$ cat src/hdl/slip_reply_packet_parser_core_defines.svh
// Assertion macros shared by the parser core
`ifndef SLIP_REPLY_PACKET_PARSER_CORE_DEFINES_SVH
`define SLIP_REPLY_PACKET_PARSER_CORE_DEFINES_SVH

// Same-cycle implication, checked out of reset
`define SRPP_ASSERT_NOW(lbl, clk, rst_n, ante, cons, msg) \
  lbl: assert property (@(posedge clk) disable iff (!rst_n) (ante) |-> (cons)) \
    else $error(msg);

// Next-cycle implication, checked out of reset
`define SRPP_ASSERT_NEXT(lbl, clk, rst_n, ante, cons, msg) \
  lbl: assert property (@(posedge clk) disable iff (!rst_n) (ante) |=> (cons)) \
    else $error(msg);

`endif

$ cat src/hdl/slip_rpp_pkg.sv
package slip_rpp_pkg;

  // Default build parameters
  localparam int unsigned MAX_DESC_DEF = 16;
  localparam int unsigned LEN_BITS_DEF = 16;

  // SLIP framing bytes
  localparam logic [7:0] SLIP_DELIM     = 8'hC0;
  localparam logic [7:0] SLIP_ESC       = 8'hDB;
  localparam logic [7:0] SLIP_ESC_DELIM = 8'hDC;
  localparam logic [7:0] SLIP_TFESC     = 8'hDD;

  // Descriptor layout
  localparam int unsigned CHAIN_BIT_POS = 7;
  localparam int unsigned KIND_BITS     = 3;

  // Header byte positions
  localparam int unsigned HDR_DEVICE  = 0;
  localparam int unsigned HDR_COMMAND = 1;
  localparam int unsigned HDR_LEN_LO  = 2;
  localparam int unsigned HDR_LEN_HI  = 3;
  localparam int unsigned HDR_SUM     = 4;
  localparam int unsigned HDR_DESC    = 5;
  localparam int unsigned HDR_BYTES   = 6;

  // Largest parameter byte count one descriptor may ask for
  localparam int unsigned MAX_PARAM_PER_DESC = 4;

  // Per-kind field size and field count
  localparam logic [2:0] FIELD_SIZE  [8] = '{3'd0, 3'd1, 3'd1, 3'd1, 3'd1, 3'd2, 3'd2, 3'd4};
  localparam logic [2:0] FIELD_COUNT [8] = '{3'd0, 3'd1, 3'd2, 3'd3, 3'd4, 3'd1, 3'd2, 3'd1};

  // Frame status codes, first failing check wins
  typedef enum logic [2:0] {
    ST_OK        = 3'd0,
    ST_SHORT     = 3'd1,
    ST_LEN       = 3'd2,
    ST_CSUM      = 3'd3,
    ST_TOO_MANY  = 3'd4,
    ST_CHAIN     = 3'd5,
    ST_PARAMS    = 3'd6
  } status_e;

  // Decoder to checker events for one raw beat
  typedef struct packed {
    logic       clear;     // frame opens or closes: wipe packet state
    logic       close;     // delimiter closing an open frame
    logic       data_vld;  // one decoded byte
    logic [7:0] data;
  } dec_t;

  // One result beat
  typedef struct packed {
    logic        vld;
    logic        frame_end;
    logic [7:0]  payload;
    logic [7:0]  device;
    logic [7:0]  command;
    status_e     status;
    logic [15:0] count;
  } res_t;

  // Parameter bytes a descriptor kind asks for
  function automatic logic [2:0] param_len(logic [KIND_BITS-1:0] kind);
    logic [5:0] p;
    p = 6'(FIELD_COUNT[kind]) * 6'(FIELD_SIZE[kind]);
    return p[2:0];
  endfunction

endpackage

$ cat src/hdl/slip_reply_packet_parser_core.sv
// SLIP reply deframer with in-stream packet checks.
// An accepted input beat is held in the input register, then moved into the result register by a step.
// Throughput: one raw byte per cycle; single-entry input and result registers, so the
// input side stalls only while a result is held by out_stall_i.
// Reset (rst_ni low, asynchronous): both registers empty, frame hunt restarts,
// all packet state cleared.
`include "slip_reply_packet_parser_core_defines.svh"

module slip_reply_packet_parser_core import slip_rpp_pkg::*; #(
  parameter int unsigned MAX_DESCRIPTORS = MAX_DESC_DEF,
  parameter int unsigned LENGTH_BITS     = LEN_BITS_DEF
) (
  input  logic        clk_i,
  input  logic        rst_ni,
  input  logic        in_valid_i,
  output logic        in_stall_o,
  input  logic [7:0]  rx_byte_i,
  output logic        out_valid_o,
  input  logic        out_stall_i,
  output logic        frame_end_o,
  output logic [7:0]  payload_byte_o,
  output logic [7:0]  device_id_o,
  output logic [7:0]  command_code_o,
  output logic [2:0]  status_code_o,
  output logic [15:0] payload_count_o
);

  logic       in_vld_q;
  logic [7:0] in_byte_q;
  logic       step;
  logic       in_take;
  dec_t       dec;
  res_t       res;
  res_t       out_q;

  // Processing step moves the held beat into the result register
  assign step       = in_vld_q && (!out_q.vld || !out_stall_i);
  assign in_stall_o = in_vld_q && !step;
  assign in_take    = in_valid_i && !in_stall_o;

  // Input register
  always_ff @(posedge clk_i or negedge rst_ni) begin
    if (!rst_ni) begin
      in_vld_q <= 1'b0;
    end else if (in_take) begin
      in_vld_q <= 1'b1;
    end else if (step) begin
      in_vld_q <= 1'b0;
    end
  end

  always_ff @(posedge clk_i) begin
    if (in_take) begin
      in_byte_q <= rx_byte_i;
    end
  end

  slip_rpp_decoder u_decoder (
    .clk_i  (clk_i),
    .rst_ni (rst_ni),
    .step_i (step),
    .byte_i (in_byte_q),
    .dec_o  (dec)
  );

  slip_rpp_checker #(
    .MAX_DESCRIPTORS (MAX_DESCRIPTORS),
    .LENGTH_BITS     (LENGTH_BITS)
  ) u_checker (
    .clk_i  (clk_i),
    .rst_ni (rst_ni),
    .step_i (step),
    .dec_i  (dec),
    .res_o  (res)
  );

  // Result register: loaded per step, valid dropped once taken
  always_ff @(posedge clk_i or negedge rst_ni) begin
    if (!rst_ni) begin
      out_q <= '0;
    end else if (step) begin
      out_q <= res;
    end else if (!out_stall_i) begin
      out_q.vld <= 1'b0;
    end
  end

  assign out_valid_o     = out_q.vld;
  assign frame_end_o     = out_q.frame_end;
  assign payload_byte_o  = out_q.payload;
  assign device_id_o     = out_q.device;
  assign command_code_o  = out_q.command;
  assign status_code_o   = out_q.status;
  assign payload_count_o = out_q.count;

  // Checks
  `SRPP_ASSERT_NOW(a_stall_cause, clk_i, rst_ni, in_stall_o,
    in_vld_q && out_q.vld && out_stall_i, "input stalled without a blocked result")
  `SRPP_ASSERT_NOW(a_status_range, clk_i, rst_ni, out_valid_o && frame_end_o,
    payload_byte_o == 8'd0 && status_code_o <= ST_PARAMS, "bad status beat")
  `SRPP_ASSERT_NOW(a_payload_clean, clk_i, rst_ni, out_valid_o && !frame_end_o,
    device_id_o == 8'd0 && command_code_o == 8'd0 && status_code_o == ST_OK &&
    payload_count_o == 16'd0, "payload beat carries status fields")
  `SRPP_ASSERT_NEXT(a_step_drains, clk_i, rst_ni, step && !in_take, !in_vld_q,
    "input register not drained after step")

endmodule

$ cat src/hdl/slip_rpp_decoder.sv
module slip_rpp_decoder import slip_rpp_pkg::*; (
  input  logic       clk_i,
  input  logic       rst_ni,
  input  logic       step_i,
  input  logic [7:0] byte_i,
  output dec_t       dec_o
);

  logic in_frame_q, in_frame_d;
  logic esc_q, esc_d;

  // SLIP unescape and framing
  always_comb begin
    in_frame_d    = in_frame_q;
    esc_d         = esc_q;
    dec_o         = '0;
    dec_o.data    = byte_i;
    if (!in_frame_q) begin
      // hunt for the first delimiter
      if (byte_i == SLIP_DELIM) begin
        in_frame_d  = 1'b1;
        dec_o.clear = 1'b1;
      end
    end else if (esc_q) begin
      // byte after an escape is always consumed
      esc_d = 1'b0;
      if (byte_i == SLIP_ESC_DELIM) begin
        dec_o.data_vld = 1'b1;
        dec_o.data     = SLIP_DELIM;
      end else if (byte_i == SLIP_TFESC) begin
        dec_o.data_vld = 1'b1;
        dec_o.data     = SLIP_ESC;
      end
    end else if (byte_i == SLIP_DELIM) begin
      dec_o.close = 1'b1;
      dec_o.clear = 1'b1;
    end else if (byte_i == SLIP_ESC) begin
      esc_d = 1'b1;
    end else begin
      dec_o.data_vld = 1'b1;
    end
  end

  always_ff @(posedge clk_i or negedge rst_ni) begin
    if (!rst_ni) begin
      in_frame_q <= 1'b0;
      esc_q      <= 1'b0;
    end else if (step_i) begin
      in_frame_q <= in_frame_d;
      esc_q      <= esc_d;
    end
  end

endmodule

$ cat src/hdl/slip_rpp_checker.sv
module slip_rpp_checker import slip_rpp_pkg::*; #(
  parameter int unsigned MAX_DESCRIPTORS = MAX_DESC_DEF,
  parameter int unsigned LENGTH_BITS     = LEN_BITS_DEF
) (
  input  logic clk_i,
  input  logic rst_ni,
  input  logic step_i,
  input  dec_t dec_i,
  output res_t res_o
);

  localparam int unsigned CW = LENGTH_BITS + 1;
  localparam int unsigned DW = (MAX_DESCRIPTORS > 1) ? $clog2(MAX_DESCRIPTORS) : 1;
  localparam int unsigned PW = $clog2(MAX_PARAM_PER_DESC * MAX_DESCRIPTORS + 1);

  logic [CW-1:0]          count_q, count_d;
  logic [7:0]             sum_q, sum_d;
  logic [7:0]             rx_sum_q, rx_sum_d;
  logic [7:0]             dev_q, dev_d;
  logic [7:0]             cmd_q, cmd_d;
  logic [LENGTH_BITS-1:0] len_q, len_d;
  logic [DW-1:0]          desc_q, desc_d;
  logic                   chain_q, chain_d;
  logic                   too_many_q, too_many_d;
  logic [PW-1:0]          param_q, param_d;
  logic [15:0]            seen_q, seen_d;

  logic [8:0]             sum_raw;
  logic [15:0]            len_full;
  logic [DW-1:0]          desc_cur;
  logic [DW:0]            desc_inc;
  logic                   is_payload;
  status_e                status;

  // Status of the frame being closed
  always_comb begin
    if (count_q < CW'(HDR_BYTES)) begin
      status = ST_SHORT;
    end else if (count_q != {1'b0, len_q}) begin
      status = ST_LEN;
    end else if (sum_q != rx_sum_q) begin
      status = ST_CSUM;
    end else if (too_many_q) begin
      status = ST_TOO_MANY;
    end else if (chain_q) begin
      status = ST_CHAIN;
    end else if (param_q != '0) begin
      status = ST_PARAMS;
    end else begin
      status = ST_OK;
    end
  end

  // Per-byte header, descriptor and parameter tracking
  always_comb begin
    count_d    = count_q;
    sum_d      = sum_q;
    rx_sum_d   = rx_sum_q;
    dev_d      = dev_q;
    cmd_d      = cmd_q;
    len_d      = len_q;
    desc_d     = desc_q;
    chain_d    = chain_q;
    too_many_d = too_many_q;
    param_d    = param_q;
    seen_d     = seen_q;
    is_payload = 1'b0;
    desc_cur   = desc_q;
    len_full   = {dec_i.data, len_q[7:0]};

    // end-around-carry sum, checksum byte counted as zero
    sum_raw = {1'b0, sum_q} + ((count_q == CW'(HDR_SUM)) ? 9'd0 : {1'b0, dec_i.data});
    desc_inc = '0;

    if (dec_i.clear) begin
      count_d    = '0;
      sum_d      = '0;
      rx_sum_d   = '0;
      dev_d      = '0;
      cmd_d      = '0;
      len_d      = '0;
      desc_d     = '0;
      chain_d    = 1'b0;
      too_many_d = 1'b0;
      param_d    = '0;
      seen_d     = '0;
    end else if (dec_i.data_vld) begin
      sum_d = sum_raw[7:0] + {7'd0, sum_raw[8]};
      if (count_q == CW'(HDR_DEVICE)) begin
        dev_d = dec_i.data;
      end else if (count_q == CW'(HDR_COMMAND)) begin
        cmd_d = dec_i.data;
      end else if (count_q == CW'(HDR_LEN_LO)) begin
        len_d = LENGTH_BITS'(dec_i.data);
      end else if (count_q == CW'(HDR_LEN_HI)) begin
        len_d = len_full[LENGTH_BITS-1:0];
      end else if (count_q == CW'(HDR_SUM)) begin
        rx_sum_d = dec_i.data;
      end else if (count_q == CW'(HDR_DESC) || (!too_many_q && chain_q)) begin
        // chained descriptors advance the count before being taken
        if (count_q != CW'(HDR_DESC)) begin
          desc_cur = desc_q + DW'(1);
        end
        desc_d   = desc_cur;
        param_d  = param_q + PW'(param_len(dec_i.data[KIND_BITS-1:0]));
        chain_d  = dec_i.data[CHAIN_BIT_POS];
        desc_inc = {1'b0, desc_cur} + (DW+1)'(1);
        if (dec_i.data[CHAIN_BIT_POS] && desc_inc >= (DW+1)'(MAX_DESCRIPTORS)) begin
          too_many_d = 1'b1;
          chain_d    = 1'b0;
        end
      end else if (too_many_q) begin
        // frame already failed, nothing more to parse
      end else if (param_q != '0) begin
        param_d = param_q - PW'(1);
      end else begin
        is_payload = 1'b1;
        if (seen_q != 16'hFFFF) begin
          seen_d = seen_q + 16'd1;
        end
      end
      if (count_q != '1) begin
        count_d = count_q + CW'(1);
      end
    end
  end

  // Result for this beat
  always_comb begin
    res_o = '0;
    if (dec_i.close) begin
      res_o.vld       = (count_q != '0);
      res_o.frame_end = 1'b1;
      res_o.device    = dev_q;
      res_o.command   = cmd_q;
      res_o.status    = status;
      res_o.count     = seen_q;
    end else begin
      res_o.vld     = is_payload;
      res_o.payload = dec_i.data;
      res_o.status  = ST_OK;
    end
  end

  always_ff @(posedge clk_i or negedge rst_ni) begin
    if (!rst_ni) begin
      count_q    <= '0;
      sum_q      <= '0;
      rx_sum_q   <= '0;
      dev_q      <= '0;
      cmd_q      <= '0;
      len_q      <= '0;
      desc_q     <= '0;
      chain_q    <= 1'b0;
      too_many_q <= 1'b0;
      param_q    <= '0;
      seen_q     <= '0;
    end else if (step_i) begin
      count_q    <= count_d;
      sum_q      <= sum_d;
      rx_sum_q   <= rx_sum_d;
      dev_q      <= dev_d;
      cmd_q      <= cmd_d;
      len_q      <= len_d;
      desc_q     <= desc_d;
      chain_q    <= chain_d;
      too_many_q <= too_many_d;
      param_q    <= param_d;
      seen_q     <= seen_d;
    end
  end

endmodule

$ cat config.mk
export PLATFORM = sky130hd
export DESIGN_NAME = slip_reply_packet_parser_core
export DESIGN_NICKNAME = d
export VERILOG_FILES = /design/src/hdl/slip_rpp_pkg.sv /design/src/hdl/slip_reply_packet_parser_core.sv /design/src/hdl/slip_rpp_decoder.sv /design/src/hdl/slip_rpp_checker.sv
export VERILOG_INCLUDE_DIRS = /design/src /design/src/hdl
export SDC_FILE = /design/constraint.sdc
export NUM_CORES = 1
export LEC_CHECK = 0
export BUFFER_PORTS_ARGS = -buffer_cell sky130_fd_sc_hd__buf_2
export CAP_MARGIN = 20
export CORE_ASPECT_RATIO = 0.7
export CORE_UTILIZATION = 60
export CTS_BUF_LIST = sky130_fd_sc_hd__clkbuf_4 sky130_fd_sc_hd__clkbuf_8 sky130_fd_sc_hd__clkbuf_16
export CTS_CLUSTER_DIAMETER = 150
export DETAILED_ROUTE_END_ITERATION = 6
export GPL_ROUTABILITY_DRIVEN = 0
export PLACE_DENSITY = 0.79
export SLEW_MARGIN = 20
export SYNTH_ARGS = -nofsm -noshare
export SYNTH_HDL_FRONTEND = slang
export SYNTH_SLANG_ARGS = --single-unit
$ cat constraint.sdc
create_clock -name clk_i -period 5 [get_ports clk_i]
set_input_delay 0.75 -clock clk_i [delete_from_list [all_inputs] [get_ports clk_i]]
set_output_delay 0.75 -clock clk_i [all_outputs]
set_load 0.1 [all_outputs]
==> Word level (Yosys, flattened, before mapping) <==
Memory sizes are Yosys's and may differ from the RTL's.
Index checks and enable logic that the tools add are counted.
{ "totals": {"out_inout_bits": 46, "romBits": 48, "word_cells": 228, "in_bits": 12, "memories": 2, "regBits": 150} }
{ "mem_list": {"columns": ["memory", "words", "word_bits", "read_ports", "rd_clocked_by_memory_dff", "wr", "line", "source"], "rows": [
  ["(no name shown)", 8, 3, 1, 0, 0, "slip_rpp_pkg.sv:66", "p = 6'(FIELD_COUNT[kind]) * 6'(FIELD_SIZE[kind]);"],
  ["(no name shown)", 8, 3, 1, 0, 0, "slip_rpp_pkg.sv:66", null]
]} }
{ "classes": {"addsub": 8, "eq_ne": 24, "n_lt_le_gt_ge": 3, "mul": 1, "mux": 127, "n_reduce_logical": 39, "n_bitwise": 1} }
{ "op_table": {"columns": ["op", "n"], "rows": [
  ["$mux W16", 19],
  ["$mux W8", 19],
  ["$mux W7", 10],
  ["$mux W4", 17],
  ["$mux W17", 3],
  ["$mux W1", 43],
  ["$eq A17 B2 Y1 const B", 2],
  ["$eq A17 B3 Y1 const B", 2],
  ["$mux W3", 11],
  ["$eq A8 B8 Y1 const B", 4],
  ["$reduce_bool A2 Y1", 10],
  ["$mux W9", 2],
  ["$reduce_and A9 Y1", 2],
  ["$add A17 B1 Y17 const B", 1],
  ["$eq A17 B1 Y1 const B", 1],
  ["$logic_not A17 Y1", 1],
  ["$lt A17 B3 Y1 const B", 1],
  ["$ne A17 B16 Y1", 1],
  ["$ne A17 B17 Y1 const B", 1],
  ["$ne A17 B3 Y1 const B", 1],
  ["$reduce_bool A17 Y1", 1],
  ["$add A16 B1 Y16 const B", 1],
  ["$ne A16 B16 Y1 const B", 1],
  ["$ne A2 B2 Y1 const B", 8],
  ["27 further kinds", 41]
]} }

==> Longest topological paths before layout <==
{ "depth": {"word_depth": 23, "mapped_depth": 17, "depth_no_buf": 17} }

==> Hierarchy <==
A second synthesis with hierarchy kept.
{ "unflattened": {"cells_unflattened": 772, "hier_area_um2": 8390.5} }
{ "by_module_without_submodules": {"columns": ["module", "area_per_inst_um2", "n_inst", "seq_area_each_um2", "cells_per_inst"], "rows": [
  ["slip_rpp_checker", 5979.5, 1, 2352.3, 633],
  ["slip_reply_packet_parser_core", 2167.1, 1, 1391.3, 109],
  ["slip_rpp_decoder", 244.0, 1, 50.0, 30]
]} }

==> Least setup slack after synthesis <==
OpenSTA, ideal clock, no wires.
{ "synth_timing": {"path_kind": "reg2reg", "start": "register u_checker.count_q[7]", "end": "register u_checker.sum_q[7]", "path_slack_ns": 1.145, "required_ns": 4.906, "path_stages_with_launch": 18, "arrival_time_ns": 3.761, "period_less_slack_ns": 3.855, "setup_time_ns": 0.094, "path_buffers": 1, "cell_sequence": "dfrtp_1 > buf_2 > nor4_1 > nand4_1 > nor3_2 > nor2b_1 > ha_1 > fa_1 > a211oi_1 > o21ai_0 > a21o_1 > a21o_1 > ha_1 > and3_1 > nor3b_1 > nand4_1 > xnor2_1 > a211oi_1"} }
{ "synth_via": {"elab_chain_len": 6} }
{ "synth_lines": {"columns": ["element", "line", "source"], "rows": [
  ["from (decl)", "slip_rpp_checker.sv:16", "logic [CW-1:0] count_q, count_d;"],
  ["from (signal assigned)", "slip_rpp_checker.sv:159", "count_q <= count_d;"],
  ["$eq A17 B3 Y1", "slip_rpp_checker.sv:72", "sum_raw = {1'b0, sum_q} + ((count_q == CW'(HDR_SUM)) ? 9'd0 : {1'b0, dec_i.data});"],
  ["$mux W8", "slip_rpp_checker.sv:72", null],
  ["$add A8 B9 Y9", "slip_rpp_checker.sv:72", null],
  ["$add A8 B1 Y8", "slip_rpp_checker.sv:88", "sum_d = sum_raw[7:0] + {7'd0, sum_raw[8]};"],
  ["$mux W8", "slip_rpp_checker.sv:87", "end else if (dec_i.data_vld) begin"],
  ["$mux W8", "slip_rpp_checker.sv:75", "if (dec_i.clear) begin"],
  ["to (signal assigned)", "slip_rpp_checker.sv:160", "sum_q <= sum_d;"],
  ["to (decl)", "slip_rpp_checker.sv:17", "logic [7:0] sum_q, sum_d;"]
]} }
No other way between the ends. The select of a mux whose other input is x is not followed.
A chain may end at the register's enable or synchronous reset.

==> Worst setup path after layout <==
{ "layout_timing": {"start": "register u_checker.count_q[7]", "end": "register u_checker.sum_q[6]"} }
The elaborated chain is that of the path after synthesis.

==> reports/results.ini <==
[setup_path]
crit_buf_inv=1
required_ns=5.27
end_kind=flop
crit_chain=nor4_1 > nand4_1 > nor3_2 > buf_4 > nor2b_1 > ha_1 > fa_1 > a211oi_1 > o21ai_0 > a21o_1 > a21o_1 > ha_1 > ha_1 > and2_1 > nand4_1 > xor2_1 > o31ai_1
cpMostUsedCell=ha_1
critPathArrivalTime_ns=4.61
worst-path-max-fanout=9
crit_slowest_cell=dfrtp_1
cp-start-kind=flop
path_delay_family=simple AND/OR/NAND/NOR gates
cpPeakStageDelay_ns=0.46
critPathKind=reg -> reg

[clocking]
htree_levels=4
cts_root_buffer=clkbuf_16
cts_hold_buf=0
clk_latency_ns=0.43
cts_setup_buffers=0
cts_buffers=17
clock_path_buffers=2
cts_tree=done
clkTransAtPathRegs_ns=0.07
cts.sinks=150
cts_resized=0

[outcome]
violations=design-rule violations
outcome=finished, violations left

[route]
drt_first_pass_iters=7
vias_per_cell=6.820
detail-route-antenna-nets=0
routed_wl_microns=20700
wl_per_cell_microns=21.30
vias=6629
drtIter0Drc=701
drc_errors=2

[sta]
slew_headroom=0.2571
hold_viol=0
setup-violations-final=0
tightest_slew_ns=1.114
finalClockSkew_ns=0.01011
fin_tns_setup_ns=0
min_period_ns=4.336
drv_slew=0
whs_ns=0.4127
period_share=0.8672
fmaxAchievable_mhz=230.6
rsz0062_at_grt=false
setup_ws_ns=0.6641

[floorplanning]
num_rows=34
start_util=0.6245
core_area_sq_um=12590
io_pins=58
dieHeight_microns=97.79
die_w_microns=138.8
dieArea_sq_um=13580

[power]
sw_frac_of_total=0.3407
p_int_w=0.002576
combPwrFrac=0.251
powerDensity_nw_per_um2=438.8
power_switching_w=0.001331
p_leak_nw=4.197
power_frac_seq=0.381
ir_drop_uv=295.9
clockPowerShare=0.368

[place]
portBuffers=57
place_ws_ns=0.7693
dp.final_hpwl_microns=14050

[layout]
diodes=0
drive_above_1_share=0.1667
syn_to_final_growth_pct=13.22
layout.nets=836

[logic_synthesis]
synth-seq-cells=150
syn_inst=749
netlist_area_sq_um=7864
synthArstFlopShare=0.9467
syn_area_per_cell_sq_um=10.50
synth_seq_area_share=0.4824
synth_edf_count=8
synth_top_flop_cell=dfrtp_1
ys_types=69
syn_nets=788
ys_warn_count=0

[global_routing]
grt_max_degree=105
grt_usage=0.3169
antenna_found_initial=0
grt_pass1_vias=6223
grt_pass1_wl_microns=33130
overflow=0

[job]
max_cap_viol_count=0

[min_path]
hold_class=in -> async

routing by layer:
layer	share of wire	GRT usage
met4	0.017	0.09829
met5	0	0
met3	0.098	0.06229
met1	0.43	0.4617
met2	0.45	0.4833
cell families after synthesis:
kind of cell,count (synthesis),synth area share
mux,34,0.04789
xor+xnor,36,0.04010
buf+inv,57,0.03118
simple gates,245,0.1725
compound gates,200,0.1811
fa+ha+maj,27,0.04487
flops,150,0.4824
through the flow:
step	util	instances	instance area (sq um)	total power [W]
6_report	0.7071	972	8904	0.003907
5_1_grt	0.7071	972	8904	0.004055
4_1_cts	0.7071	972	8904	0.003886
3_5_place_dp	0.6549	940	8247	0.002453
3_3_place_gp	0.6549	940	8247	0.002400
2_1_floorplan	-	749	7864	0.002198
path summary, 6_finish.rpt:
path,from,endpoint,slack [ns],cells past startpoint
max reg2reg,u_checker.count_q[7],u_checker.sum_q[6],0.66,17
max in group asynchronous,rst_ni,u_checker.seen_q[4],3.49,2
min,rst_ni,u_checker.too_many_q,0.41,1
min in group clk_i,payload_byte_o[0],payload_byte_o[0],0.47,2
max,u_checker.count_q[7],u_checker.sum_q[6],0.66,17
min reg2reg,payload_byte_o[0],payload_byte_o[0],0.47,2
Yosys cell counts (12+ instances only):
cell,n,area (sq um)
ha_1,25,312.8
a22o_1,52,455.4
mux2_2,25,281.5
a21oi_1,40,200.2
nand3_1,26,130.1
nand2b_1,12,75.07
nor2_1,35,131.4
inv_1,23,86.33
xor2_1,21,183.9
o31ai_1,13,97.59
or3_1,12,75.07
nand4_1,16,100.1
xnor2_1,15,131.4
dfrtp_1,142,3553
clkbuf_1,26,97.59
nand2_1,63,236.5
o21ai_0,37,185.2
layout by cell type, fill, tap and decap left out, types with 12 or more instances in the layout:
master	n
dfrtp_1	142
nand2_1	62
buf_2	56
a22o_1	52
a21oi_1	40
o21ai_0	37
nor2_1	35
nand3_1	26
mux2_2	25
ha_1	25
inv_1	23
xor2_1	21
clkbuf_16	17
nand4_1	16
xnor2_1	15
o31ai_1	13
nand2b_1	12
or3_1	12
cell type report:
cell class	instances	area (sq um)
multi-input combinational	542	3827
sequential	150	3794
fill	882	3689
clock buffer	17	425.4
timing repair buffer	63	336.6
clock inverter	15	231.5
tap	162	202.7
inverter	23	86.33
worst reg2reg max path, delay by kind of cell, from the launching register on:
kind	cells	cell delay, ns
XOR/XNOR	1	0.15
buffers and inverters	1	0.19
AND/OR/NAND/NOR	6	1.32
flip-flops	1	0.46
adder cells (fa/ha/maj)	4	1.05
AO/OA/AOI/OAI	5	1.00
flip-flops by register name (all words and copies together) (netlist names), 4 cells and up:
register            flops
u_checker.param_q       7
u_checker.rx_sum_q      8
u_checker.len_q        16
u_checker.sum_q         8
u_checker.desc_q        4
device_id_o             8
u_checker.cmd_q         8
u_checker.seen_q       16
payload_count_o        16
in_byte_q               8
command_code_o          8
payload_byte_o          8
u_checker.count_q      17
u_checker.dev_q         8
power groups by stage:
stage / registers, W / clock network, W / logic [W]
floorplan: 0.00150 / 0 / 0.000697
global placement: 0.00149 / 0 / 0.000907
detailed placement: 0.00150 / 0 / 0.000953
CTS: 0.00148 / 0.00145 / 0.000961
global route: 0.00150 / 0.00148 / 0.00108
finish: 0.00149 / 0.00144 / 0.000981
Power figures use the tool's default switching activity.
